===== config.mk =====
export PLATFORM = sky130hd
export DESIGN_NAME = uri_percent_encoder_utf16
export DESIGN_NICKNAME = d
export VERILOG_FILES = /design/src/hdl/upe_pkg.sv /design/src/hdl/upe_front.sv /design/src/hdl/upe_queue.sv /design/src/hdl/upe_back.sv /design/src/hdl/uri_percent_encoder_utf16.sv
export SDC_FILE = /design/constraint.sdc
export NUM_CORES = 1
export LEC_CHECK = 0
export ABC_AREA = 0
export BUFFER_PORTS_ARGS = -buffer_cell sky130_fd_sc_hd__buf_2
export CELL_PAD_IN_SITES_DETAIL_PLACEMENT = 0
export CELL_PAD_IN_SITES_GLOBAL_PLACEMENT = 1
export CORE_ASPECT_RATIO = 0.7
export CORE_MARGIN = 8
export CORE_UTILIZATION = 37
export CTS_CLUSTER_SIZE = 40
export DETAILED_ROUTE_END_ITERATION = 8
export PLACE_DENSITY_LB_ADDON = 0.2
export SLEW_MARGIN = 20
export SYNTH_ARGS = -nofsm -noshare
export SYNTH_HDL_FRONTEND = slang
export SYNTH_HIERARCHICAL = 1
export SYNTH_SLANG_ARGS = --single-unit

===== constraint.sdc =====
create_clock -name clk -period 4.15 [get_ports clk]
set_input_delay 0.2075 -clock clk [delete_from_list [all_inputs] [get_ports clk]]
set_output_delay 0.2075 -clock clk [all_outputs]
set_load 0.02 [all_outputs]

===== src/hdl/upe_pkg.sv =====
package upe_pkg;

    // What the back end has to produce for one queued transaction.
    typedef enum logic [1:0] {
        JOB_LIT,
        JOB_PCT,
        JOB_ERR
    } job_kind_t;

    // One queued transaction: a literal character, up to four escaped bytes or an error.
    typedef struct packed {
        job_kind_t        kind;
        logic [1:0]       last_byte;
        logic [3:0][7:0]  bytes;
        logic             eot;
    } job_t;

    // Position within one %XX escape.
    typedef enum logic [1:0] {
        PH_PCT,
        PH_HI,
        PH_LO
    } digit_phase_t;

    localparam logic [15:0] HIGH_SURR_FIRST = 16'hD800;
    localparam logic [15:0] HIGH_SURR_LAST  = 16'hDBFF;
    localparam logic [15:0] LOW_SURR_FIRST  = 16'hDC00;
    localparam logic [15:0] LOW_SURR_LAST   = 16'hDFFF;
    localparam logic [15:0] FIRST_PRINTABLE = 16'd33;
    localparam logic [15:0] FIRST_NON_ASCII = 16'd128;
    localparam logic [15:0] FIRST_3BYTE     = 16'h0800;
    localparam logic [20:0] PLANE1_BASE     = 21'h10000;

    localparam logic [6:0]  ASCII_PERCENT   = 7'h25;
    localparam logic [6:0]  ASCII_NUL       = 7'h00;

    // Word index of the component mode register on the configuration port.
    localparam logic        CFG_IDX_COMPONENT_MODE = 1'b0;

    // Letters, digits and - _ . ! ~ * ' ( ).
    function automatic logic is_unreserved(input logic [6:0] c);
        return c inside {[7'h61:7'h7A], [7'h41:7'h5A], [7'h30:7'h39],
                         7'h2D, 7'h5F, 7'h2E, 7'h21, 7'h7E, 7'h2A, 7'h27, 7'h28, 7'h29};
    endfunction

    // ; / ? : @ & = + $ , #
    function automatic logic is_reserved(input logic [6:0] c);
        return c inside {7'h3B, 7'h2F, 7'h3F, 7'h3A, 7'h40, 7'h26,
                         7'h3D, 7'h2B, 7'h24, 7'h2C, 7'h23};
    endfunction

    // Upper-case hexadecimal digit.
    function automatic logic [6:0] hex_char(input logic [3:0] n);
        logic [6:0] wide;
        wide = {3'b000, n};
        return (n < 4'd10) ? (7'h30 + wide) : (7'h37 + wide);
    endfunction

endpackage


===== src/hdl/upe_front.sv =====
module upe_front
(
    input  logic            clk,
    input  logic            rst_n,
    input  logic            accept,
    input  logic [15:0]     code_unit,
    input  logic            end_of_text,
    input  logic            component_mode,
    output logic            push,
    output upe_pkg::job_t   job
);
    import upe_pkg::*;

    logic [9:0]  held_high_bits_reg;
    logic [9:0]  held_high_bits_next;
    logic        high_pending_reg;
    logic        high_pending_next;
    logic        error_hold_reg;
    logic        error_hold_next;
    logic        has_job;
    logic        is_err;
    logic [20:0] scalar;

    // Code point rebuilt from a held high surrogate and the current low surrogate.
    assign scalar = {1'b0, held_high_bits_reg, code_unit[9:0]} + PLANE1_BASE;

    // Classify the code unit and decide what the back end must emit.
    always_comb
    begin
        held_high_bits_next = held_high_bits_reg;
        high_pending_next   = high_pending_reg;
        error_hold_next     = error_hold_reg;
        has_job             = 1'b0;
        is_err              = 1'b0;
        job.kind            = JOB_PCT;
        job.last_byte       = 2'd0;
        job.bytes           = '0;
        job.eot             = end_of_text;

        if (error_hold_reg)
        begin
            if (end_of_text)
            begin
                error_hold_next = 1'b0;
            end
        end
        else if (high_pending_reg)
        begin
            high_pending_next   = 1'b0;
            held_high_bits_next = '0;
            if (code_unit inside {[LOW_SURR_FIRST:LOW_SURR_LAST]})
            begin
                has_job       = 1'b1;
                job.last_byte = 2'd3;
                job.bytes[0]  = {5'b11110, scalar[20:18]};
                job.bytes[1]  = {2'b10, scalar[17:12]};
                job.bytes[2]  = {2'b10, scalar[11:6]};
                job.bytes[3]  = {2'b10, scalar[5:0]};
            end
            else
            begin
                is_err = 1'b1;
            end
        end
        else if (code_unit < FIRST_PRINTABLE)
        begin
            has_job      = 1'b1;
            job.bytes[0] = code_unit[7:0];
        end
        else if (code_unit < FIRST_NON_ASCII)
        begin
            has_job      = 1'b1;
            job.bytes[0] = code_unit[7:0];
            if (is_unreserved(code_unit[6:0]) ||
                (!component_mode && is_reserved(code_unit[6:0])))
            begin
                job.kind = JOB_LIT;
            end
        end
        else if (code_unit inside {[LOW_SURR_FIRST:LOW_SURR_LAST]})
        begin
            is_err = 1'b1;
        end
        else if (code_unit inside {[HIGH_SURR_FIRST:HIGH_SURR_LAST]})
        begin
            if (end_of_text)
            begin
                is_err = 1'b1;
            end
            else
            begin
                high_pending_next   = 1'b1;
                held_high_bits_next = code_unit[9:0];
            end
        end
        else if (code_unit < FIRST_3BYTE)
        begin
            has_job       = 1'b1;
            job.last_byte = 2'd1;
            job.bytes[0]  = {3'b110, code_unit[10:6]};
            job.bytes[1]  = {2'b10, code_unit[5:0]};
        end
        else
        begin
            has_job       = 1'b1;
            job.last_byte = 2'd2;
            job.bytes[0]  = {4'b1110, code_unit[15:12]};
            job.bytes[1]  = {2'b10, code_unit[11:6]};
            job.bytes[2]  = {2'b10, code_unit[5:0]};
        end

        // A malformed surrogate gives a single error result and, unless the text ends there, starts the discard.
        if (is_err)
        begin
            has_job  = 1'b1;
            job.kind = JOB_ERR;
            if (!end_of_text)
            begin
                error_hold_next = 1'b1;
            end
        end
    end

    assign push = accept && has_job;

    // Surrogate and error state advance only on an accepted transaction.
    always_ff @(posedge clk or negedge rst_n)
    begin
        if (!rst_n)
        begin
            held_high_bits_reg <= '0;
            high_pending_reg   <= 1'b0;
            error_hold_reg     <= 1'b0;
        end
        else if (accept)
        begin
            held_high_bits_reg <= held_high_bits_next;
            high_pending_reg   <= high_pending_next;
            error_hold_reg     <= error_hold_next;
        end
    end

endmodule


===== src/hdl/upe_queue.sv =====
module upe_queue
#(
    parameter int DEPTH = 2
)
(
    input  logic            clk,
    input  logic            rst_n,
    input  logic            push,
    input  upe_pkg::job_t   push_job,
    input  logic            pop,
    output upe_pkg::job_t   pop_job,
    output logic            full,
    output logic            avail
);
    import upe_pkg::*;

    localparam int AW = (DEPTH > 1) ? $clog2(DEPTH) : 1;
    localparam int CW = $clog2(DEPTH + 1);

    job_t           entry_reg [DEPTH];
    logic [AW-1:0]  wr_ptr_reg;
    logic [AW-1:0]  wr_ptr_next;
    logic [AW-1:0]  rd_ptr_reg;
    logic [AW-1:0]  rd_ptr_next;
    logic [CW-1:0]  count_reg;
    logic [CW-1:0]  count_next;

    assign full    = (count_reg == CW'(DEPTH));
    assign avail   = (count_reg != '0);
    assign pop_job = entry_reg[rd_ptr_reg];

    // Pointer wrap and occupancy.
    always_comb
    begin
        wr_ptr_next = wr_ptr_reg;
        rd_ptr_next = rd_ptr_reg;
        count_next  = count_reg;
        if (push)
        begin
            wr_ptr_next = (wr_ptr_reg == AW'(DEPTH - 1)) ? '0 : wr_ptr_reg + 1'b1;
        end
        if (pop)
        begin
            rd_ptr_next = (rd_ptr_reg == AW'(DEPTH - 1)) ? '0 : rd_ptr_reg + 1'b1;
        end
        if (push && !pop)
        begin
            count_next = count_reg + 1'b1;
        end
        else if (pop && !push)
        begin
            count_next = count_reg - 1'b1;
        end
    end

    always_ff @(posedge clk or negedge rst_n)
    begin
        if (!rst_n)
        begin
            wr_ptr_reg <= '0;
            rd_ptr_reg <= '0;
            count_reg  <= '0;
        end
        else
        begin
            wr_ptr_reg <= wr_ptr_next;
            rd_ptr_reg <= rd_ptr_next;
            count_reg  <= count_next;
        end
    end

    // Queue storage needs no reset.
    always_ff @(posedge clk)
    begin
        if (push)
        begin
            entry_reg[wr_ptr_reg] <= push_job;
        end
    end

endmodule


===== src/hdl/upe_back.sv =====
module upe_back
(
    input  logic            clk,
    input  logic            rst_n,
    input  upe_pkg::job_t   job_in,
    input  logic            job_avail,
    output logic            pop,
    input  logic            char_stall,
    output logic            char_valid,
    output logic [6:0]      out_char,
    output logic            run_last,
    output logic            text_end,
    output logic            uri_error
);
    import upe_pkg::*;

    job_t          work_reg;
    logic          work_valid_reg;
    logic          work_valid_next;
    logic [1:0]    byte_idx_reg;
    logic [1:0]    byte_idx_next;
    digit_phase_t  phase_reg;
    digit_phase_t  phase_next;
    logic          out_valid_reg;
    logic [6:0]    out_char_reg;
    logic          run_last_reg;
    logic          text_end_reg;
    logic          uri_error_reg;

    logic [7:0]    cur_byte;
    logic [6:0]    gen_char;
    logic          gen_last;
    logic          gen_err;
    logic          advance;

    assign advance  = work_valid_reg && (!out_valid_reg || !char_stall);
    assign cur_byte = work_reg.bytes[byte_idx_reg];

    // Character for the current position in the transaction.
    always_comb
    begin
        gen_char = ASCII_NUL;
        gen_last = 1'b1;
        gen_err  = 1'b0;
        case (work_reg.kind)
            JOB_LIT:
            begin
                gen_char = work_reg.bytes[0][6:0];
            end
            JOB_PCT:
            begin
                gen_last = 1'b0;
                case (phase_reg)
                    PH_PCT:  gen_char = ASCII_PERCENT;
                    PH_HI:   gen_char = hex_char(cur_byte[7:4]);
                    PH_LO:
                    begin
                        gen_char = hex_char(cur_byte[3:0]);
                        gen_last = (byte_idx_reg == work_reg.last_byte);
                    end
                    default: gen_char = ASCII_PERCENT;
                endcase
            end
            default:
            begin
                gen_err = 1'b1;
            end
        endcase
    end

    // Next position: for an escape, through the three characters of each byte, then the next byte.
    always_comb
    begin
        phase_next    = phase_reg;
        byte_idx_next = byte_idx_reg;
        if (advance)
        begin
            if (gen_last)
            begin
                phase_next    = PH_PCT;
                byte_idx_next = 2'd0;
            end
            else
            begin
                case (phase_reg)
                    PH_PCT:  phase_next = PH_HI;
                    PH_HI:   phase_next = PH_LO;
                    PH_LO:
                    begin
                        phase_next    = PH_PCT;
                        byte_idx_next = byte_idx_reg + 2'd1;
                    end
                    default: phase_next = PH_PCT;
                endcase
            end
        end
    end

    // Take the next transaction when idle or on the final character of this one.
    assign pop = job_avail && (!work_valid_reg || (advance && gen_last));

    always_comb
    begin
        work_valid_next = work_valid_reg;
        if (pop)
        begin
            work_valid_next = 1'b1;
        end
        else if (advance && gen_last)
        begin
            work_valid_next = 1'b0;
        end
    end

    always_ff @(posedge clk or negedge rst_n)
    begin
        if (!rst_n)
        begin
            work_valid_reg <= 1'b0;
            phase_reg      <= PH_PCT;
            byte_idx_reg   <= 2'd0;
            out_valid_reg  <= 1'b0;
        end
        else
        begin
            work_valid_reg <= work_valid_next;
            phase_reg      <= phase_next;
            byte_idx_reg   <= byte_idx_next;
            if (advance)
            begin
                out_valid_reg <= 1'b1;
            end
            else if (!char_stall)
            begin
                out_valid_reg <= 1'b0;
            end
        end
    end

    // Payload registers: the work transaction and the output character.
    always_ff @(posedge clk)
    begin
        if (pop)
        begin
            work_reg <= job_in;
        end
        if (advance)
        begin
            out_char_reg  <= gen_char;
            run_last_reg  <= gen_last;
            text_end_reg  <= gen_last && work_reg.eot;
            uri_error_reg <= gen_err;
        end
    end

    assign char_valid = out_valid_reg;
    assign out_char   = out_char_reg;
    assign run_last   = run_last_reg;
    assign text_end   = text_end_reg;
    assign uri_error  = uri_error_reg;

endmodule


===== src/hdl/uri_percent_encoder_utf16.sv =====
// URI percent encoder for UTF-16 text. One code unit enters per transaction on the
// unit channel and the encoded text leaves one ASCII character per transaction on the
// char channel. A code unit gives one character (plain ASCII), three (an escaped ASCII
// byte), six or nine (two- or three-byte UTF-8), twelve (a surrogate pair, counted on
// its low half), a single error result, or nothing (a held high surrogate, or a unit
// discarded after an error until end of text). The output register delivers one
// character per cycle while char_stall is low; the front end takes a unit every cycle
// while the QUEUE_DEPTH-entry queue has room. A unit passes the queue entry, the work
// register and the output register before its first character. The user must write
// component_mode over the APB port at byte address 0 only while the block is idle; the
// block itself does not enforce this. 1 escapes the reserved characters as well.
module uri_percent_encoder_utf16
#(
    parameter int QUEUE_DEPTH = 2
)
(
    input  logic         clk,
    input  logic         rst_n,
    // Configuration port.
    input  logic         psel,
    input  logic         penable,
    input  logic         pwrite,
    input  logic [2:0]   paddr,
    input  logic [31:0]  pwdata,
    output logic [31:0]  prdata,
    output logic         pready,
    // Code unit channel.
    input  logic         unit_valid,
    output logic         unit_stall,
    input  logic [15:0]  code_unit,
    input  logic         end_of_text,
    // Character channel.
    output logic         char_valid,
    input  logic         char_stall,
    output logic [6:0]   out_char,
    output logic         run_last,
    output logic         text_end,
    output logic         uri_error
);
    import upe_pkg::*;

    logic  component_mode_reg;
    logic  cfg_write;
    logic  accept;
    logic  push;
    logic  pop;
    logic  q_full;
    logic  q_avail;
    job_t  front_job;
    job_t  queued_job;

    // Register access.
    assign pready    = 1'b1;
    assign cfg_write = psel && penable && pwrite && pready;

    always_ff @(posedge clk or negedge rst_n)
    begin
        if (!rst_n)
        begin
            component_mode_reg <= 1'b0;
        end
        else if (cfg_write && (paddr[2] == CFG_IDX_COMPONENT_MODE))
        begin
            component_mode_reg <= pwdata[0];
        end
    end

    assign prdata = (paddr[2] == CFG_IDX_COMPONENT_MODE) ? {31'd0, component_mode_reg} : '0;

    // Input is held off only while the queue is full.
    assign unit_stall = q_full;
    assign accept     = unit_valid && !q_full;

    upe_front u_front
    (
        .clk            (clk),
        .rst_n          (rst_n),
        .accept         (accept),
        .code_unit      (code_unit),
        .end_of_text    (end_of_text),
        .component_mode (component_mode_reg),
        .push           (push),
        .job            (front_job)
    );

    upe_queue #(
        .DEPTH (QUEUE_DEPTH)
    ) u_queue
    (
        .clk      (clk),
        .rst_n    (rst_n),
        .push     (push),
        .push_job (front_job),
        .pop      (pop),
        .pop_job  (queued_job),
        .full     (q_full),
        .avail    (q_avail)
    );

    upe_back u_back
    (
        .clk        (clk),
        .rst_n      (rst_n),
        .job_in     (queued_job),
        .job_avail  (q_avail),
        .pop        (pop),
        .char_stall (char_stall),
        .char_valid (char_valid),
        .out_char   (out_char),
        .run_last   (run_last),
        .text_end   (text_end),
        .uri_error  (uri_error)
    );

endmodule


==> results_dict.tcl <==
set metrics [dict create \
    status "finished clean" \
    path_common_cell "xor2_1" \
    portBuffers 38 \
    yosys.cell_types.count 67 \
    cpMaxStageDelayCell "dfrtp_1" \
    grt_busiest_layer "met2" \
    finalClockSkew_ps 7.33 \
    die_w_um 180 \
    hpwlAfterDp_mm 9.85 \
    yosysWarnings 6 \
    grt_pass1_wl_mm 22.8 \
    fin_crit_sh_pct 67.8 \
    clk_path_buf_depth 2 \
    antenna_found_initial 0 \
    cp_top_family "flip-flops" \
    num_io_pins 104 \
    syn_area_per_cell_um2 14.1 \
    worstReg2RegEnd "u_queue/count_reg[1]" \
    viasPerCell 4.93 \
    power_w 0.00518 \
    wire_per_inst_um 18.2 \
    worstReg2RegStart "u_back/byte_idx_reg[0]" \
    startpoint "u_back/byte_idx_reg[0]" \
    p_leak_nw 2.91 \
    drc_errors 0 \
    diodes 0 \
    intPower_w 0.00358 \
    p_clk_share_pct 26.8 \
    power.switching_w 0.00160 \
    clk_latency_ps 420 \
    cap_violations 0 \
    fmax_mhz 355 \
    rsz0062_at_grt "no" \
    cts_tree "yes" \
    grt_util_met1_pct 17.5 \
    setup_viol_count_final 0 \
    tns_ps 0 \
    end_kind "flip-flop" \
    met3_usage_pct 5.14 \
    r2r_cells 10 \
    pre_cts_slack_ps 1310 \
    die_h_um 131 \
    worst_pin_slew_ps 1090 \
    critical_path_required_ps 4490 \
    rrSetupSlack_ps 1330 \
    dpl_cell_area_mm2 0.00718 \
    worst-path-buf-inv 2 \
    grt_pass1_vias 3983 \
    syn_inst 493 \
    cts-root-buf "clkbuf_16" \
    track_usage_pct 12.7 \
    antenna_left 0 \
    synth_flop_cell "edfxtp_1" \
    cts_htree_levels 4 \
    crit_path_max_incr_delay_ps 800 \
    path_cells "xnor2_1, a31oi_1, o21ai_0, and2_1, buf_4, inv_1, ha_1, xor2_1, nor2_1, xor2_1" \
    layout_setup_ws_ps 1330 \
    start_kind "flip-flop" \
    synth_edf_count 121 \
    place.gp.congestion 0.819 \
    globalRoute.totalOverflow 0 \
    synthesis.area_mm2 0.00697 \
    cts_made_buffers 17 \
    combPwrFrac_pct 26.1 \
    drtIter0Drc 383 \
    min_path_type "in -> reg" \
    power.share.switching_pct 30.9 \
    pwr-share-seq_pct 47.1 \
    synth_seq_cells 144 \
    largest_register_ffs 74 \
    row_count 42 \
    die_area_mm2 0.0236 \
    clock-sinks 144 \
    crit_path_end "u_queue/count_reg[1]" \
    clk_pin_slew_ps 60 \
    met2_usage_pct 18.1 \
    area_growth_pct 10.8 \
    crit_cells 10 \
    slew_violations 0 \
    drive_above_1_share_pct 25.2 \
    vias 3850 \
    grt_max_degree 39 \
    dr.pass1.iters 5 \
    finalInstanceArea_mm2 0.00773 \
    hold_viol 0 \
    async_flop_share_pct 16.0 \
    arrival_ps 3160 \
    nets 592 \
    p_per_area_mw_per_mm2 670 \
    relSlewSlack_pct 27.2 \
    critical_path_class "reg -> reg" \
    cts_setup_buffers 0 \
    worst-path-max-fanout 25 \
    timing.final.crit_period_ps 2820 \
    vdd_drop_max_mv 0.285 \
    start_util_pct 37.3 \
    core_mm2 0.0187 \
    drt-total-wl_mm 14.2 \
    ys_seq_area_share_pct 60.4 \
]
## routing by layer
layer / wire (um) / part of all wire [%] / vias up
li1: - / - / 1839
met1: 7080 / 50 / 1861
met2: 5920 / 42 / 139
met3: 1070 / 7.5 / 11
met4: 169 / 1.2 / 0
met5: 0 / 0 / -
## synth_stat cells (3+ instances only)
cell type	n	area [um2]
inv_1	12	45.0
mux2i_1	4	40.0
mux4_2	4	90.1
o211ai_1	3	22.5
nand3_1	6	30.0
a22o_1	6	52.6
mux2_2	28	315
dfrtp_1	23	576
mux2_4	20	300
xor2_1	8	70.1
nor2b_1	17	106
clkbuf_1	12	45.0
o21ai_0	11	55.1
conb_1	3	11.3
edfxtp_1	121	3630
and2_1	8	50.1
buf_2	3	15.0
nand2b_1	7	43.8
nand2_1	19	71.3
o21ai_2	3	26.3
a31oi_1	4	25.0
a21oi_1	18	90.1
nor3_1	6	30.0
buf_4	38	285
buf_6	9	101
o2bb2ai_1	6	52.6
o22ai_1	4	25.0
nand4_1	3	18.8
mux4_1	4	105
xnor2_1	5	43.8
ha_1	7	87.6
and3_1	4	25.0
nor2_1	19	71.3
a22oi_1	3	22.5
## area by class of cell
| class | count | area (um2) |
|---|---|---|
| repair buffers | 44 | 240 |
| well taps | 242 | 303 |
| flip-flops and latches | 144 | 4210 |
| fillers | 1750 | 11000 |
| inverters | 13 | 53.8 |
| clock buffers | 20 | 437 |
| clock inverters | 12 | 93.8 |
| multi-input cells | 306 | 2390 |
## logic make-up (layout without fill, tap and decap cells)
| logic type | Yosys count | in the layout | share of synthesized area (%) |
|---|---|---|---|
| and+or+nand+nor | 108 | 108 | 8.63 |
| other | 3 | 35 | 0.161 |
| DFF | 144 | 144 | 60.4 |
| buffers and inverters | 75 | 89 | 7.18 |
| muxes | 62 | 62 | 12.5 |
| adders and majority gates | 7 | 7 | 1.26 |
| AOI/OAI and AO/OA | 81 | 81 | 8.25 |
| xor gates and xnor gates | 13 | 13 | 1.63 |
## power groups by stage
stage	Sequential, W	Clock [W]	Combinational, W
2_1_floorplan	0.00236	0	0.00110
4_1_cts	0.00245	0.00143	0.00137
3_5_place_dp	0.00248	0	0.00136
6_report	0.00244	0.00139	0.00135
3_3_place_gp	0.00246	0	0.00135
5_1_grt	0.00249	0.00149	0.00149
## worst min path at each step
stage	from	to	slack, ps	cells after the start
4_1_cts	end_of_text	u_front/error_hold_reg	10	2
5_1_grt	end_of_text	u_front/error_hold_reg	30	2
3_5_place_dp	rst_n	u_front/held_high_bits_reg[0]	260	1
2_1_floorplan	rst_n	component_mode_reg	-90	0
6_report	end_of_text	u_front/error_hold_reg	30	2
3_3_place_gp	rst_n	u_front/held_high_bits_reg[0]	250	1
## cell usage in the layout (no fill, tap or decap), types with 3 or more instances in the layout
| master | count |
|---|---|
| and2_1 | 8 |
| o2bb2ai_1 | 6 |
| buf_4 | 4 |
| o21ai_0 | 11 |
| o211ai_1 | 3 |
| a22o_1 | 6 |
| o22ai_1 | 4 |
| nand3_1 | 6 |
| clkinvlp_4 | 4 |
| xor2_1 | 8 |
| mux4_2 | 4 |
| mux2i_1 | 4 |
| a21oi_1 | 18 |
| edfxtp_1 | 121 |
| nand2b_1 | 7 |
| mux2_2 | 28 |
| clkbuf_16 | 17 |
| xnor2_1 | 5 |
| clkinv_1 | 4 |
| o21ai_2 | 3 |
| a22oi_1 | 3 |
| nor3_1 | 6 |
| clkbuf_1 | 3 |
| inv_1 | 12 |
| conb_1 | 35 |
| dfrtp_1 | 22 |
| buf_2 | 38 |
| nand4_1 | 3 |
| nor2_1 | 19 |
| ha_1 | 7 |
| a31oi_1 | 4 |
| nand2_1 | 19 |
| and3_1 | 4 |
| mux4_1 | 4 |
| nor2b_1 | 16 |
| mux2_4 | 20 |
## per-stage QoR
stage          hold WS [ps]  utilization, %  cells
2_1_floorplan         -88.1               -    525
3_3_place_gp            250            38.4    747
3_5_place_dp            256            38.4    747
4_1_cts                13.7            41.3    781
5_1_grt                27.4            41.3    781
6_report               27.9            41.3    781
## timing repair
action,CTS,global route
gates resized for setup,0,0
hold buffers,2,0
endpoints found under the setup margin,0,0
hold endpoints to repair,24,0
Power figures use the tool's default switching activity.
